`src/rtl/polyspiral_vertex_generator_defines.svh`:
```
// Assertion macros for the polyspiral vertex generator.
// Used by the top level; clk and arst_n must be in scope where expanded.
// Compiled out when SYNTH is defined.
`ifndef POLYSPIRAL_VERTEX_GENERATOR_DEFINES_SVH
`define POLYSPIRAL_VERTEX_GENERATOR_DEFINES_SVH

`ifndef SYNTH

`define PVG_ASSERT_IMP(label, ante, cons) \
	label: assert property (@(posedge clk) disable iff (!arst_n) (ante) |-> (cons)) \
		else $error("same-cycle implication check failed");

`define PVG_ASSERT_NEXT(label, ante, cons) \
	label: assert property (@(posedge clk) disable iff (!arst_n) (ante) |=> (cons)) \
		else $error("next-cycle implication check failed");

`else

`define PVG_ASSERT_IMP(label, ante, cons)

`define PVG_ASSERT_NEXT(label, ante, cons)

`endif

`endif

```
`src/rtl/pvg_pkg.sv`:
```
// Shared types, register indexes and helper functions for the polyspiral
// vertex generator: controller/datapath command and status structs.
`default_nettype none

package pvg_pkg;

	localparam int CFG_IDX_W = 3;

	localparam logic [CFG_IDX_W-1:0] REG_START_X       = 3'd0;
	localparam logic [CFG_IDX_W-1:0] REG_START_Y       = 3'd1;
	localparam logic [CFG_IDX_W-1:0] REG_START_HEADING = 3'd2;
	localparam logic [CFG_IDX_W-1:0] REG_HEADING_STEP  = 3'd3;
	localparam logic [CFG_IDX_W-1:0] REG_START_LENGTH  = 3'd4;
	localparam logic [CFG_IDX_W-1:0] REG_LENGTH_STEP   = 3'd5;
	localparam logic [CFG_IDX_W-1:0] REG_VERTEX_TOTAL  = 3'd6;

	// CORDIC gain compensation, Q4.30
	localparam logic signed [33:0] CORDIC_GAIN = 34'sd652032874;

	typedef struct packed {
		logic load_start;
		logic rot_init;
		logic rot_step;
		logic mul_cos;
		logic mul_sin;
		logic commit;
		logic emit;
		logic emit_done;
	} pvg_cmd_t;

	typedef struct packed {
		logic started;
		logic exhausted;
		logic rot_last;
	} pvg_stat_t;

	// arctangent of 2^-i in 2^-32 turn units
	function automatic logic [31:0] atan_turn(input logic [4:0] i);
		logic [31:0] r;
		case (i)
			5'd0:    r = 32'h20000000;
			5'd1:    r = 32'h12E4051E;
			5'd2:    r = 32'h09FB385B;
			5'd3:    r = 32'h051111D4;
			5'd4:    r = 32'h028B0D43;
			5'd5:    r = 32'h0145D7E1;
			5'd6:    r = 32'h00A2F61E;
			5'd7:    r = 32'h00517C55;
			5'd8:    r = 32'h0028BE53;
			5'd9:    r = 32'h00145F2F;
			5'd10:   r = 32'h000A2F98;
			5'd11:   r = 32'h000517CC;
			5'd12:   r = 32'h00028BE6;
			5'd13:   r = 32'h000145F3;
			5'd14:   r = 32'h0000A2FA;
			5'd15:   r = 32'h0000517D;
			5'd16:   r = 32'h000028BE;
			5'd17:   r = 32'h0000145F;
			5'd18:   r = 32'h00000A30;
			5'd19:   r = 32'h00000518;
			5'd20:   r = 32'h0000028C;
			5'd21:   r = 32'h00000146;
			5'd22:   r = 32'h000000A3;
			5'd23:   r = 32'h00000051;
			default: r = 32'h00000000;
		endcase
		return r;
	endfunction

	function automatic logic [31:0] sat32(input logic signed [35:0] v);
		logic [31:0] r;
		if (v[35:31] == 5'b00000 || v[35:31] == 5'b11111) begin
			r = v[31:0];
		end else if (v[35]) begin
			r = 32'h8000_0000;
		end else begin
			r = 32'h7FFF_FFFF;
		end
		return r;
	endfunction

endpackage

`default_nettype wire

```
`src/rtl/pvg_ctrl.sv`:
```
// Sequencing controller for the polyspiral vertex generator.
// Drives pvg_datapath through pvg_cmd_t and owns both channel handshakes.
`default_nettype none

module pvg_ctrl
	import pvg_pkg::*;
(
	input  wire logic      clk,
	input  wire logic      arst_n,
	input  wire logic      in_valid,
	output logic           in_ready,
	input  wire logic      restart,
	output logic           out_valid,
	input  wire logic      out_ready,
	input  wire pvg_stat_t stat,
	output pvg_cmd_t       cmd
);

	typedef enum logic [6:0] {
		ST_IDLE    = 7'b0000001,
		ST_START   = 7'b0000010,
		ST_ROTATE  = 7'b0000100,
		ST_MUL_COS = 7'b0001000,
		ST_MUL_SIN = 7'b0010000,
		ST_COMMIT  = 7'b0100000,
		ST_EMIT    = 7'b1000000
	} pvg_state_t;

	pvg_state_t state_q, state_d;
	logic       done_q, done_d;
	logic       out_valid_q;
	logic       fresh;
	logic       emit_ok;

	assign in_ready  = (state_q == ST_IDLE);
	assign out_valid = out_valid_q;
	assign fresh     = restart || !stat.started;
	assign emit_ok   = !out_valid_q || out_ready;

	always_comb begin
		state_d = state_q;
		done_d  = done_q;
		cmd     = '0;
		case (state_q)
			ST_IDLE: begin
				if (in_valid) begin
					done_d = !fresh && stat.exhausted;
					if (fresh) begin
						state_d = ST_START;
					end else if (stat.exhausted) begin
						state_d = ST_EMIT;
					end else begin
						cmd.rot_init = 1'b1;
						state_d      = ST_ROTATE;
					end
				end
			end
			ST_START: begin
				cmd.load_start = 1'b1;
				state_d        = ST_EMIT;
			end
			ST_ROTATE: begin
				cmd.rot_step = 1'b1;
				if (stat.rot_last) begin
					state_d = ST_MUL_COS;
				end
			end
			ST_MUL_COS: begin
				cmd.mul_cos = 1'b1;
				state_d     = ST_MUL_SIN;
			end
			ST_MUL_SIN: begin
				cmd.mul_sin = 1'b1;
				state_d     = ST_COMMIT;
			end
			ST_COMMIT: begin
				cmd.commit = 1'b1;
				state_d    = ST_EMIT;
			end
			ST_EMIT: begin
				if (emit_ok) begin
					cmd.emit      = 1'b1;
					cmd.emit_done = done_q;
					state_d       = ST_IDLE;
				end
			end
			default: begin
				state_d = ST_IDLE;
			end
		endcase
	end

	always_ff @(posedge clk or negedge arst_n) begin
		if (!arst_n) begin
			state_q     <= ST_IDLE;
			done_q      <= 1'b0;
			out_valid_q <= 1'b0;
		end else begin
			state_q <= state_d;
			done_q  <= done_d;
			if (cmd.emit) begin
				out_valid_q <= 1'b1;
			end else if (out_ready) begin
				out_valid_q <= 1'b0;
			end
		end
	end

endmodule

`default_nettype wire

```
`src/rtl/pvg_datapath.sv`:
```
// Datapath of the polyspiral vertex generator: config registers, turtle
// state, iterative CORDIC, shared multiplier and output register. Uses pvg_pkg.
`default_nettype none

module pvg_datapath
	import pvg_pkg::*;
#(
	parameter int CORDIC_ITERATIONS = 16,
	parameter int ANGLE_BITS        = 16
) (
	input  wire logic                 clk,
	input  wire logic                 arst_n,
	input  wire logic                 cfg_we,
	input  wire logic [CFG_IDX_W-1:0] cfg_index,
	input  wire logic [31:0]          cfg_data,
	input  wire pvg_cmd_t             cmd,
	output pvg_stat_t                 stat,
	output logic signed [31:0]        vertex_x,
	output logic signed [31:0]        vertex_y,
	output logic [15:0]               vertex_index,
	output logic                      is_last,
	output logic                      exhausted
);

	localparam int IW  = (CORDIC_ITERATIONS > 1) ? $clog2(CORDIC_ITERATIONS) : 1;
	localparam int ASH = (ANGLE_BITS >= 16) ? ANGLE_BITS - 16 : 0;
	localparam int RSH = (ANGLE_BITS < 16) ? 16 - ANGLE_BITS : 0;
	localparam logic signed [64:0] RND_HALF = 65'sd536870912;

	// configuration
	logic signed [31:0] start_x_q, start_y_q, start_length_q, length_step_q;
	logic [15:0]        start_heading_q, heading_step_q, vertex_total_q;

	// turtle state
	logic signed [31:0]    pos_x_q, pos_y_q, len_q;
	logic [ANGLE_BITS-1:0] heading_q;
	logic [15:0]           cnt_q;
	logic                  started_q;

	// CORDIC and multiplier
	logic signed [33:0] cx_q, cy_q, cz_q;
	logic               flip_q;
	logic [IW-1:0]      iter_q;
	logic signed [64:0] prod_q;

	logic [ANGLE_BITS-1:0] start_heading_sc, heading_step_sc;
	logic [15:0]           total;
	logic [31:0]           ang32;
	logic                  flip_w;
	logic signed [33:0]    z_init, dx, dy, atan_s, cos_v, sin_v;
	logic signed [32:0]    mul_op;
	logic signed [64:0]    mul_w, prod_rnd;
	logic signed [34:0]    offset;
	logic signed [35:0]    pos_x_sum, pos_y_sum, len_sum;

	assign start_heading_sc = ANGLE_BITS'(({24'd0, start_heading_q} << ASH) >> RSH);
	assign heading_step_sc  = ANGLE_BITS'(({24'd0, heading_step_q} << ASH) >> RSH);
	assign total            = (vertex_total_q == 16'd0) ? 16'd1 : vertex_total_q;

	assign stat.started   = started_q;
	assign stat.exhausted = (cnt_q >= total);
	assign stat.rot_last  = (iter_q == IW'(CORDIC_ITERATIONS - 1));

	// fold heading into [-quarter, +quarter] turn
	assign ang32  = {heading_q, {(32 - ANGLE_BITS){1'b0}}};
	assign flip_w = ang32[31] ^ ang32[30];
	assign z_init = $signed({{3{ang32[31] ^ flip_w}}, ang32[30:0]});

	assign dx     = cx_q >>> iter_q;
	assign dy     = cy_q >>> iter_q;
	assign atan_s = $signed({2'b00, atan_turn(5'(iter_q))});

	assign cos_v  = flip_q ? -cx_q : cx_q;
	assign sin_v  = flip_q ? -cy_q : cy_q;
	assign mul_op = cmd.mul_sin ? sin_v[32:0] : cos_v[32:0];
	assign mul_w  = 65'(len_q) * 65'(mul_op);

	assign prod_rnd  = prod_q + RND_HALF;
	assign offset    = prod_rnd[64:30];
	assign pos_x_sum = 36'(pos_x_q) + 36'(offset);
	assign pos_y_sum = 36'(pos_y_q) + 36'(offset);
	assign len_sum   = 36'(len_q) + 36'(length_step_q);

	always_ff @(posedge clk or negedge arst_n) begin
		if (!arst_n) begin
			start_x_q       <= '0;
			start_y_q       <= '0;
			start_heading_q <= '0;
			heading_step_q  <= '0;
			start_length_q  <= 32'sd65536;
			length_step_q   <= '0;
			vertex_total_q  <= 16'd1;
			cnt_q           <= '0;
			started_q       <= 1'b0;
			iter_q          <= '0;
		end else begin
			if (cfg_we) begin
				case (cfg_index)
					REG_START_X:       start_x_q       <= cfg_data;
					REG_START_Y:       start_y_q       <= cfg_data;
					REG_START_HEADING: start_heading_q <= cfg_data[15:0];
					REG_HEADING_STEP:  heading_step_q  <= cfg_data[15:0];
					REG_START_LENGTH:  start_length_q  <= cfg_data;
					REG_LENGTH_STEP:   length_step_q   <= cfg_data;
					REG_VERTEX_TOTAL:  vertex_total_q  <= cfg_data[15:0];
					default: ;
				endcase
			end
			if (cmd.load_start) begin
				cnt_q     <= 16'd1;
				started_q <= 1'b1;
			end else if (cmd.commit) begin
				cnt_q <= 16'(cnt_q + 16'd1);
			end
			if (cmd.rot_init) begin
				iter_q <= '0;
			end else if (cmd.rot_step && !stat.rot_last) begin
				iter_q <= IW'(iter_q + 1'b1);
			end
		end
	end

	always_ff @(posedge clk) begin
		if (cmd.load_start) begin
			pos_x_q   <= start_x_q;
			pos_y_q   <= start_y_q;
			heading_q <= start_heading_sc;
			len_q     <= start_length_q;
		end
		if (cmd.rot_init) begin
			cx_q   <= CORDIC_GAIN;
			cy_q   <= '0;
			cz_q   <= z_init;
			flip_q <= flip_w;
		end else if (cmd.rot_step) begin
			if (!cz_q[33]) begin
				cx_q <= cx_q - dy;
				cy_q <= cy_q + dx;
				cz_q <= cz_q - atan_s;
			end else begin
				cx_q <= cx_q + dy;
				cy_q <= cy_q - dx;
				cz_q <= cz_q + atan_s;
			end
		end
		if (cmd.mul_cos || cmd.mul_sin) begin
			prod_q <= mul_w;
		end
		if (cmd.mul_sin) begin
			pos_x_q <= sat32(pos_x_sum);
		end
		if (cmd.commit) begin
			pos_y_q   <= sat32(pos_y_sum);
			len_q     <= sat32(len_sum);
			heading_q <= ANGLE_BITS'(heading_q + heading_step_sc);
		end
		if (cmd.emit) begin
			vertex_x     <= pos_x_q;
			vertex_y     <= pos_y_q;
			vertex_index <= 16'(cnt_q - 16'd1);
			is_last      <= !cmd.emit_done && (cnt_q == total);
			exhausted    <= cmd.emit_done;
		end
	end

endmodule

`default_nettype wire

```
`src/rtl/polyspiral_vertex_generator.sv`:
```
// Top level of the polyspiral vertex generator: pvg_ctrl and pvg_datapath.
// Depends on pvg_pkg and polyspiral_vertex_generator_defines.svh.
//
// Returns one vertex per request on a valid/ready channel. A request with
// restart set, or the first one after reset, loads the start point in
// ST_START and returns it from ST_EMIT; a request past the end of the spiral
// goes straight to ST_EMIT and returns the last vertex again. A move runs
// through ST_ROTATE, ST_MUL_COS, ST_MUL_SIN, ST_COMMIT and ST_EMIT, the
// CORDIC unit doing one micro-rotation per cycle followed by one shared
// 32x33 multiplier used for cosine and then sine. One request is in work at
// a time; the next is taken as soon as the previous result sits in the output
// register, even if it has not yet been transferred out. Start values take
// effect on the next restart, the step values and vertex_total on the next
// request. Configuration writes must only be made while the block is idle.
`default_nettype none

`include "polyspiral_vertex_generator_defines.svh"

module polyspiral_vertex_generator
	import pvg_pkg::*;
#(
	parameter int CORDIC_ITERATIONS = 16,
	parameter int ANGLE_BITS        = 16
) (
	input  wire logic                 clk,
	input  wire logic                 arst_n,
	input  wire logic                 cfg_we,
	input  wire logic [CFG_IDX_W-1:0] cfg_index,
	input  wire logic [31:0]          cfg_data,
	input  wire logic                 in_valid,
	output logic                      in_ready,
	input  wire logic                 restart,
	output logic                      out_valid,
	input  wire logic                 out_ready,
	output logic signed [31:0]        vertex_x,
	output logic signed [31:0]        vertex_y,
	output logic [15:0]               vertex_index,
	output logic                      is_last,
	output logic                      exhausted
);

	pvg_cmd_t  cmd;
	pvg_stat_t stat;

	pvg_ctrl u_ctrl (
		.clk       (clk),
		.arst_n    (arst_n),
		.in_valid  (in_valid),
		.in_ready  (in_ready),
		.restart   (restart),
		.out_valid (out_valid),
		.out_ready (out_ready),
		.stat      (stat),
		.cmd       (cmd)
	);

	pvg_datapath #(
		.CORDIC_ITERATIONS (CORDIC_ITERATIONS),
		.ANGLE_BITS        (ANGLE_BITS)
	) u_datapath (
		.clk          (clk),
		.arst_n       (arst_n),
		.cfg_we       (cfg_we),
		.cfg_index    (cfg_index),
		.cfg_data     (cfg_data),
		.cmd          (cmd),
		.stat         (stat),
		.vertex_x     (vertex_x),
		.vertex_y     (vertex_y),
		.vertex_index (vertex_index),
		.is_last      (is_last),
		.exhausted    (exhausted)
	);

	`PVG_ASSERT_NEXT(a_busy_after_xfer, in_valid && in_ready, !in_ready)
	`PVG_ASSERT_IMP(a_last_not_done, out_valid && is_last, !exhausted)
	`PVG_ASSERT_IMP(a_result_needs_req, $rose(out_valid), $past(!in_ready))
	`PVG_ASSERT_IMP(a_emit_only_when_free, cmd.emit, !out_valid || out_ready)

endmodule

`default_nettype wire
```
`config.mk`:
```
export PLATFORM = sky130hd
export DESIGN_NAME = polyspiral_vertex_generator
export DESIGN_NICKNAME = d
export VERILOG_FILES = /design/src/rtl/pvg_pkg.sv /design/src/rtl/pvg_ctrl.sv /design/src/rtl/pvg_datapath.sv /design/src/rtl/polyspiral_vertex_generator.sv
export VERILOG_INCLUDE_DIRS = /design/src /design/src/rtl
export SDC_FILE = /design/constraint.sdc
export NUM_CORES = 2
export LEC_CHECK = 0
export BUFFER_PORTS_ARGS = -buffer_cell sky130_fd_sc_hd__buf_2
export CELL_PAD_IN_SITES_DETAIL_PLACEMENT = 1
export CELL_PAD_IN_SITES_GLOBAL_PLACEMENT = 2
export CORE_AREA = 2 2 403 405
export CTS_CLUSTER_SIZE = 30
export DETAILED_ROUTE_END_ITERATION = 7
export DIE_AREA = 0 0 405 407
export GPL_ROUTABILITY_DRIVEN = 1
export PLACE_DENSITY = 0.87
export SLEW_MARGIN = 20
export SYNTH_ARGS = -nofsm -noshare
export SYNTH_HDL_FRONTEND = slang
export SYNTH_HIERARCHICAL = 1
export SYNTH_SLANG_ARGS = --single-unit
```
`constraint.sdc`:
```
create_clock -name clk -period 33.7 [get_ports clk]
set_input_delay 5.055 -clock clk [delete_from_list [all_inputs] [get_ports clk]]
set_output_delay 5.055 -clock clk [all_outputs]
set_load 0.01 [all_outputs]
```
Word level (Yosys, flattened, before mapping) --
Memories as Yosys holds them, arrays and structs flattened. Index checks and enable logic that the tools add are counted.
Storage, ports and cells: flip-flop bits (word level) 568, memory bits (read-only) 480, input port bits 41, output and inout port bits 84, word-level logic and storage cells 152, memories kept 1
Memories:
- (name not given) | depth 16, width 30, rd ports 1, clocked after Yosys merged registers in 0, write ports 0, line pvg_pkg.sv:40 | case (i)
Cells by class: add/sub/neg operators 16, $mul 1, order comparisons 1, eq/ne operators 21, shifts and indexed selects 2, muxes and demuxes 46, bitwise logic cells 2, reduce and logical (&&, ||, !) cells 34
Operator list (number):
- two-way mux 32 bit | 12
- two-way mux 34 bit | 5
- two-way mux 33 bit | 3
- two-way mux 16 bit | 5
- adder 32 x 35 -> 36 bit | 2
- adder 34 bit | 2
- >>> shifter 34 x 4 -> 34 bit | 2
- subtractor 34 bit | 2
- negator 33 bit | 2
- adder 65 x 31 -> 65 bit, second input constant | 1
- multiplier 32 x 33 -> 65 bit | 1
- one-hot mux 7 bit (6 select lines) | 1
- two-way mux 7 bit | 5
- adder 34 x 33 -> 34 bit | 1
- subtractor 34 x 33 -> 34 bit | 1
- adder 32 x 32 -> 33 bit | 1
- adder 16 x 1 -> 16 bit, second input constant | 1
- adder 16 bit | 1
- == test 16 bit | 1
- greater-or-equal comparator 16 bit | 1
- zero test 16 bit | 1
- AND reduction 2 bit | 8
- subtractor 16 x 1 -> 16 bit, second input constant | 1
- == test 5 bit, second input constant | 3
- other kinds (26) | 60

Longest topological paths before layout --
depth after elaboration 8, mapped depth 38, depth with buffers taken out 37

Modules after synthesis --
The synthesis kept the hierarchy.
Modules (own cells, without submodules):
- pvg_datapath | instances 1, cells each 7716, area each 74594.0 µm², seq. area each 14091.0 µm²
- pvg_ctrl | instances 1, cells each 54, area each 509.2 µm², seq. area each 226.5 µm²

Worst setup path after synthesis --
OpenSTA, ideal clock, no wires.
kind flip-flop to flip-flop, from register u_datapath.cx_q[7], to register u_datapath.prod_q[61], data pin, setup time 0.261 ns, data arrival time 10.620 ns, data required time 33.439 ns, slack 22.819 ns, cell stages (with the launch flop) 35, path buffers 2, clock period less this slack 10.881 ns, cells stage by stage dfxtp_1 > buf_2 > or4_4 > or4_1 > or3_1 > or4_4 > or4_1 > nand2b_4 > o31ai_4 > xnor2_1 > nor2_2 > a21oi_2 > buf_2 > nand2_1 > fa_1 > fa_1 > fa_1 > fa_1 > inv_1 > fa_1 > fa_1 > fa_1 > inv_1 > fa_1 > inv_1 > ha_1 > and3_1 > nand4_1 > nor2_1 > a221oi_1 > o211ai_1 > a31oi_1 > o21ai_0 > a211oi_1 > nor2_1
Between the ends: word-level cells in the longest chain between the ends 4
Ends and longest elaborated chain:
- start, declared | line pvg_datapath.sv:41 | logic signed [33:0] cx_q, cy_q, cz_q;
- start signal, assigned | line pvg_datapath.sv:137 | cx_q <= cx_q - dy;
- start signal, assigned | line pvg_datapath.sv:141 | cx_q <= cx_q + dy;
- negator 33 bit | line pvg_datapath.sv:73 | assign cos_v = flip_q ? -cx_q : cx_q;
- two-way mux 33 bit * | line pvg_datapath.sv:73
- two-way mux 33 bit * | line pvg_datapath.sv:75 | assign mul_op = cmd.mul_sin ? sin_v[32:0] : cos_v[32:0];
- multiplier 32 x 33 -> 65 bit * | line pvg_datapath.sv:76 | assign mul_w = 65'(len_q) * 65'(mul_op);
- named net u_datapath.mul_w[61] | line pvg_datapath.sv:52 | logic signed [64:0] mul_w, prod_rnd;
- end signal, assigned | line pvg_datapath.sv:147 | prod_q <= mul_w;
- end, declared | line pvg_datapath.sv:44 | logic signed [64:0] prod_q;
The timed path passes the listed nets; every way through them passes the cells marked *. A chain may end at the register's enable or synchronous reset.

Worst setup path after layout --
from register u_datapath.cx_q[6], to register u_datapath.prod_q[61], data pin
The elaborated chain is that of the path after synthesis.

==> results.md <==
* Status: complete, no violations
* Final setup vio count at 0
* Mapped Avg Cell Area at 9.67 µm²
* Worst Hold Class: register to register
* Largest net degree at the start of global routing at 79
* Slew @ Worst Pin at between 1 and 1.5 ns
* Vias post-DR at 57100
* Die Height at 407 µm
* Syn-to-layout area delta at 6.65%
* Core Area at ~0.16 mm²
* DRT Pass-1 Iters at 5
* CTS root buf: clkbuf_16
* Die area at between 0.15 and 0.2 mm²
* CTS buffer count at between 60 and 70
* Synth cell types at 96
* Final Net Count at about 9300
* Achievable Freq at between 80 and 90 MHz
* Clk pin slew, worst setup/hold paths at about 0.07 ns
* Max-cap viol count at 0
* Clk sink count at 539
* Vias in the first global route at roughly 63000
* Hold_buf cts at 0
* Rel. slew slack at approximately 27%
* Clock latency on the worst-skew pair at about 0.7 ns
* Number of synthesized flops with an enable pin at between 200 and 250
* Slowest stage delay, CP at ~0.93 ns
* GPL Wtd Cong at roughly 0.9
* Primary FF master, synth: edfxtp_1
* CP most frequent cell: fa_1
* Worst setup path class: register to register
* Clock skew at roughly 0.051 ns
* Synthesized flop and latch total at 539
* Async SR Flop Fraction at 38.2%
* Row cnt at approximately 150
* Worst setup EP type: register
* Setup TNS at 0 ns
* Setup Buffers After CTS at 0
* Worst EP arrival at about 13 ns
* CTS H-tree depth at 2
* CTS resizes at 0
* Crit share post-route at a little under two fifths
* Initial antenna violation count at 6
* Width of the die at 405 µm
* Top cell type's share of synthesized area at between 20 and 30%
* Hold slack at about 0.46 ns
* Post-route minimum period at roughly 12 ns
* Area leader, netlist: fa_1
* Critical Path Start Type: register
* Hpwl dp at ~180000 µm
* First-pass GRT wire length at 373000 µm
* Post-DRT Antenna Nets at 0
* DR vias/cell at between 5 and 6
* Drc violations at 0
* Clk buf depth at 3
* Port Buf Inserts at ~120
* Commonest non-fill, non-tap cells in the layout: 1153 x inv_1, 1118 x fa_1, 801 x nand2_1, 541 x and2_1, 427 x ha_1
* Final hold vios at 0
* Routed WL per cell at approximately 24 µm
* Gr ovfl total at 0
* RSZ-0062 raised after global routing: false
* WP data required at 34.12 ns
* Starting Density at between 40 and 50%
* Most common cell after layout, fill and taps aside: inv_1
* Synth warn at 6
* Post-Route WL at between 200000 and 250000 µm
* Ratio of cells with drive above 1 in the final layout at about a tenth
* Final slew viol count at 0
* Top-Level Pins at approximately 130
* Sequential fraction of the synthesis area at between 10% and 20%
* Mapped Cells at 7770
* Total Routing Usage GR at slightly below 30%
* Slowest CP cell: fa_1
* Mapped Nets at ~9400
* Initial DRC count at approximately 3700
* Ranking of synthesized cells by area: fa_1 30%, edfxtp_1 10%, ha_1 7.1%, dfrtp_1 6.8%, inv_1 5.8%
* Crit Path Max Fanout at 45
* Cell Area, Synth at 0.0751 mm²
* CTS tree: built
[metrics by stage]
step	worst slack [ns]	utilization (%)	std cells	cell area, µm²
final	21.22	50.0	9885	80100
after global routing	20.67	50.0	9881	80100
after CTS	21.27	50.0	9880	80100
after global placement	21.66	48.6	9765	77900
after detailed placement	21.40	48.6	9765	77900
after floorplan	22.82	-	7770	75100
[final timing paths]
check | startpoint | end | slack, ns | cells past startpoint
max in group asynchronous | arst_n | u_datapath/iter_q[0]$_DFFE_PN0P_ | 27.78 | 2
max | u_datapath/cx_q[6]$_SDFFE_PP1P_ | u_datapath/prod_q[61]$_DFFE_PP_ | 21.22 | 33
max reg2reg | u_datapath/cx_q[6]$_SDFFE_PP1P_ | u_datapath/prod_q[61]$_DFFE_PP_ | 21.22 | 33
min | u_datapath/started_q$_DFFE_PN0P_ | u_datapath/started_q$_DFFE_PN0P_ | 0.46 | 1
min in group asynchronous | arst_n | u_datapath/start_y_q[29]$_DFFE_PN0P_ | 4.36 | 1
min reg2reg | u_datapath/started_q$_DFFE_PN0P_ | u_datapath/started_q$_DFFE_PN0P_ | 0.46 | 1
[layout make-up]
| cell class | instances | area, µm² |
|---|---|---|
| diodes | 4 | 10.0 |
| clock buffers | 76 | 1680 |
| clock inverters | 39 | 493 |
| fillers | 18000 | 80100 |
| inverters | 1159 | 4350 |
| multi-input cells | 5671 | 55000 |
| flip-flops and latches | 539 | 14300 |
| well taps | 2160 | 2700 |
| repair buffers | 237 | 1490 |
[logic make-up (layout without fill, tap and decap cells)]
family          Yosys count  in the layout  synth area share [%]
mux                     376            376                  6.59
other cells               0              4                     0
fa+ha+maj              1545           1545                  36.9
buf+inv                1560           1511                  7.94
xor+xnor                423            423                  4.93
simple gates           2190           2190                  14.4
compound gates         1137           1137                  10.2
flops                   539            539                  19.1
[routing by layer]
layer  GRT usage (%)  part of all wire (%)
met5               0                     0
met3            2.75                   4.8
met4            8.57                   3.1
met2            50.1                    49
met1            39.5                    43
[worst max-delay path, delay by kind of cell, from the launching register on]
family / cells / cell delay, ns
XOR/XNOR: 1 / 0.16
AND/OR/NAND/NOR: 12 / 3.50
AO/OA/AOI/OAI: 7 / 1.84
buffers and inverters: 4 / 0.98
adder cells (fa/ha/maj): 9 / 5.23
flip-flops: 1 / 0.42
[synth_stat cells (31+ instances only)]
| cell type | n |
|---|---|
| mux4_2 | 72 |
| o21a_1 | 58 |
| or3_1 | 31 |
| and3_1 | 45 |
| o21ai_0 | 232 |
| buf_1 | 32 |
| a221o_1 | 36 |
| a21o_1 | 137 |
| o2bb2ai_1 | 32 |
| edfxtp_1 | 249 |
| nand4_1 | 47 |
| dfrtp_1 | 203 |
| xnor2_1 | 242 |
| and2_1 | 541 |
| fa_1 | 1118 |
| o31ai_1 | 33 |
| mux2_2 | 222 |
| xor2_1 | 181 |
| a31oi_1 | 44 |
| clkbuf_1 | 335 |
| inv_1 | 1155 |
| nand2_1 | 801 |
| nor2b_1 | 59 |
| nor2_1 | 346 |
| mux2i_1 | 80 |
| nor3_1 | 79 |
| nand2b_1 | 51 |
| a211oi_1 | 47 |
| nand3_1 | 78 |
| a21oi_1 | 279 |
| dfxtp_1 | 84 |
| ha_1 | 427 |
[state kept, by name, indices dropped and copies added, names as in the netlist, 4 cells and up]
register,cells
u_datapath/cz_q,34
u_datapath/len_q,32
u_datapath/start_x_q,32
u_datapath/vertex_x,32
u_datapath/start_y_q,32
u_datapath/pos_y_q,32
u_datapath/iter_q,4
u_datapath/start_length_q,32
u_datapath/cy_q,34
u_datapath/cx_q,34
u_datapath/heading_step_q,16
u_ctrl/state_q,7
u_datapath/pos_x_q,32
u_datapath/heading_q,16
u_datapath/vertex_index,16
u_datapath/vertex_y,32
u_datapath/start_heading_q,16
u_datapath/length_step_q,32
u_datapath/cnt_q,16
u_datapath/vertex_total_q,16
u_datapath/prod_q,36
Power is left out: the tool's default activity adds up to more than one toggle a clock period on the data nets, which glitch-free logic cannot reach.
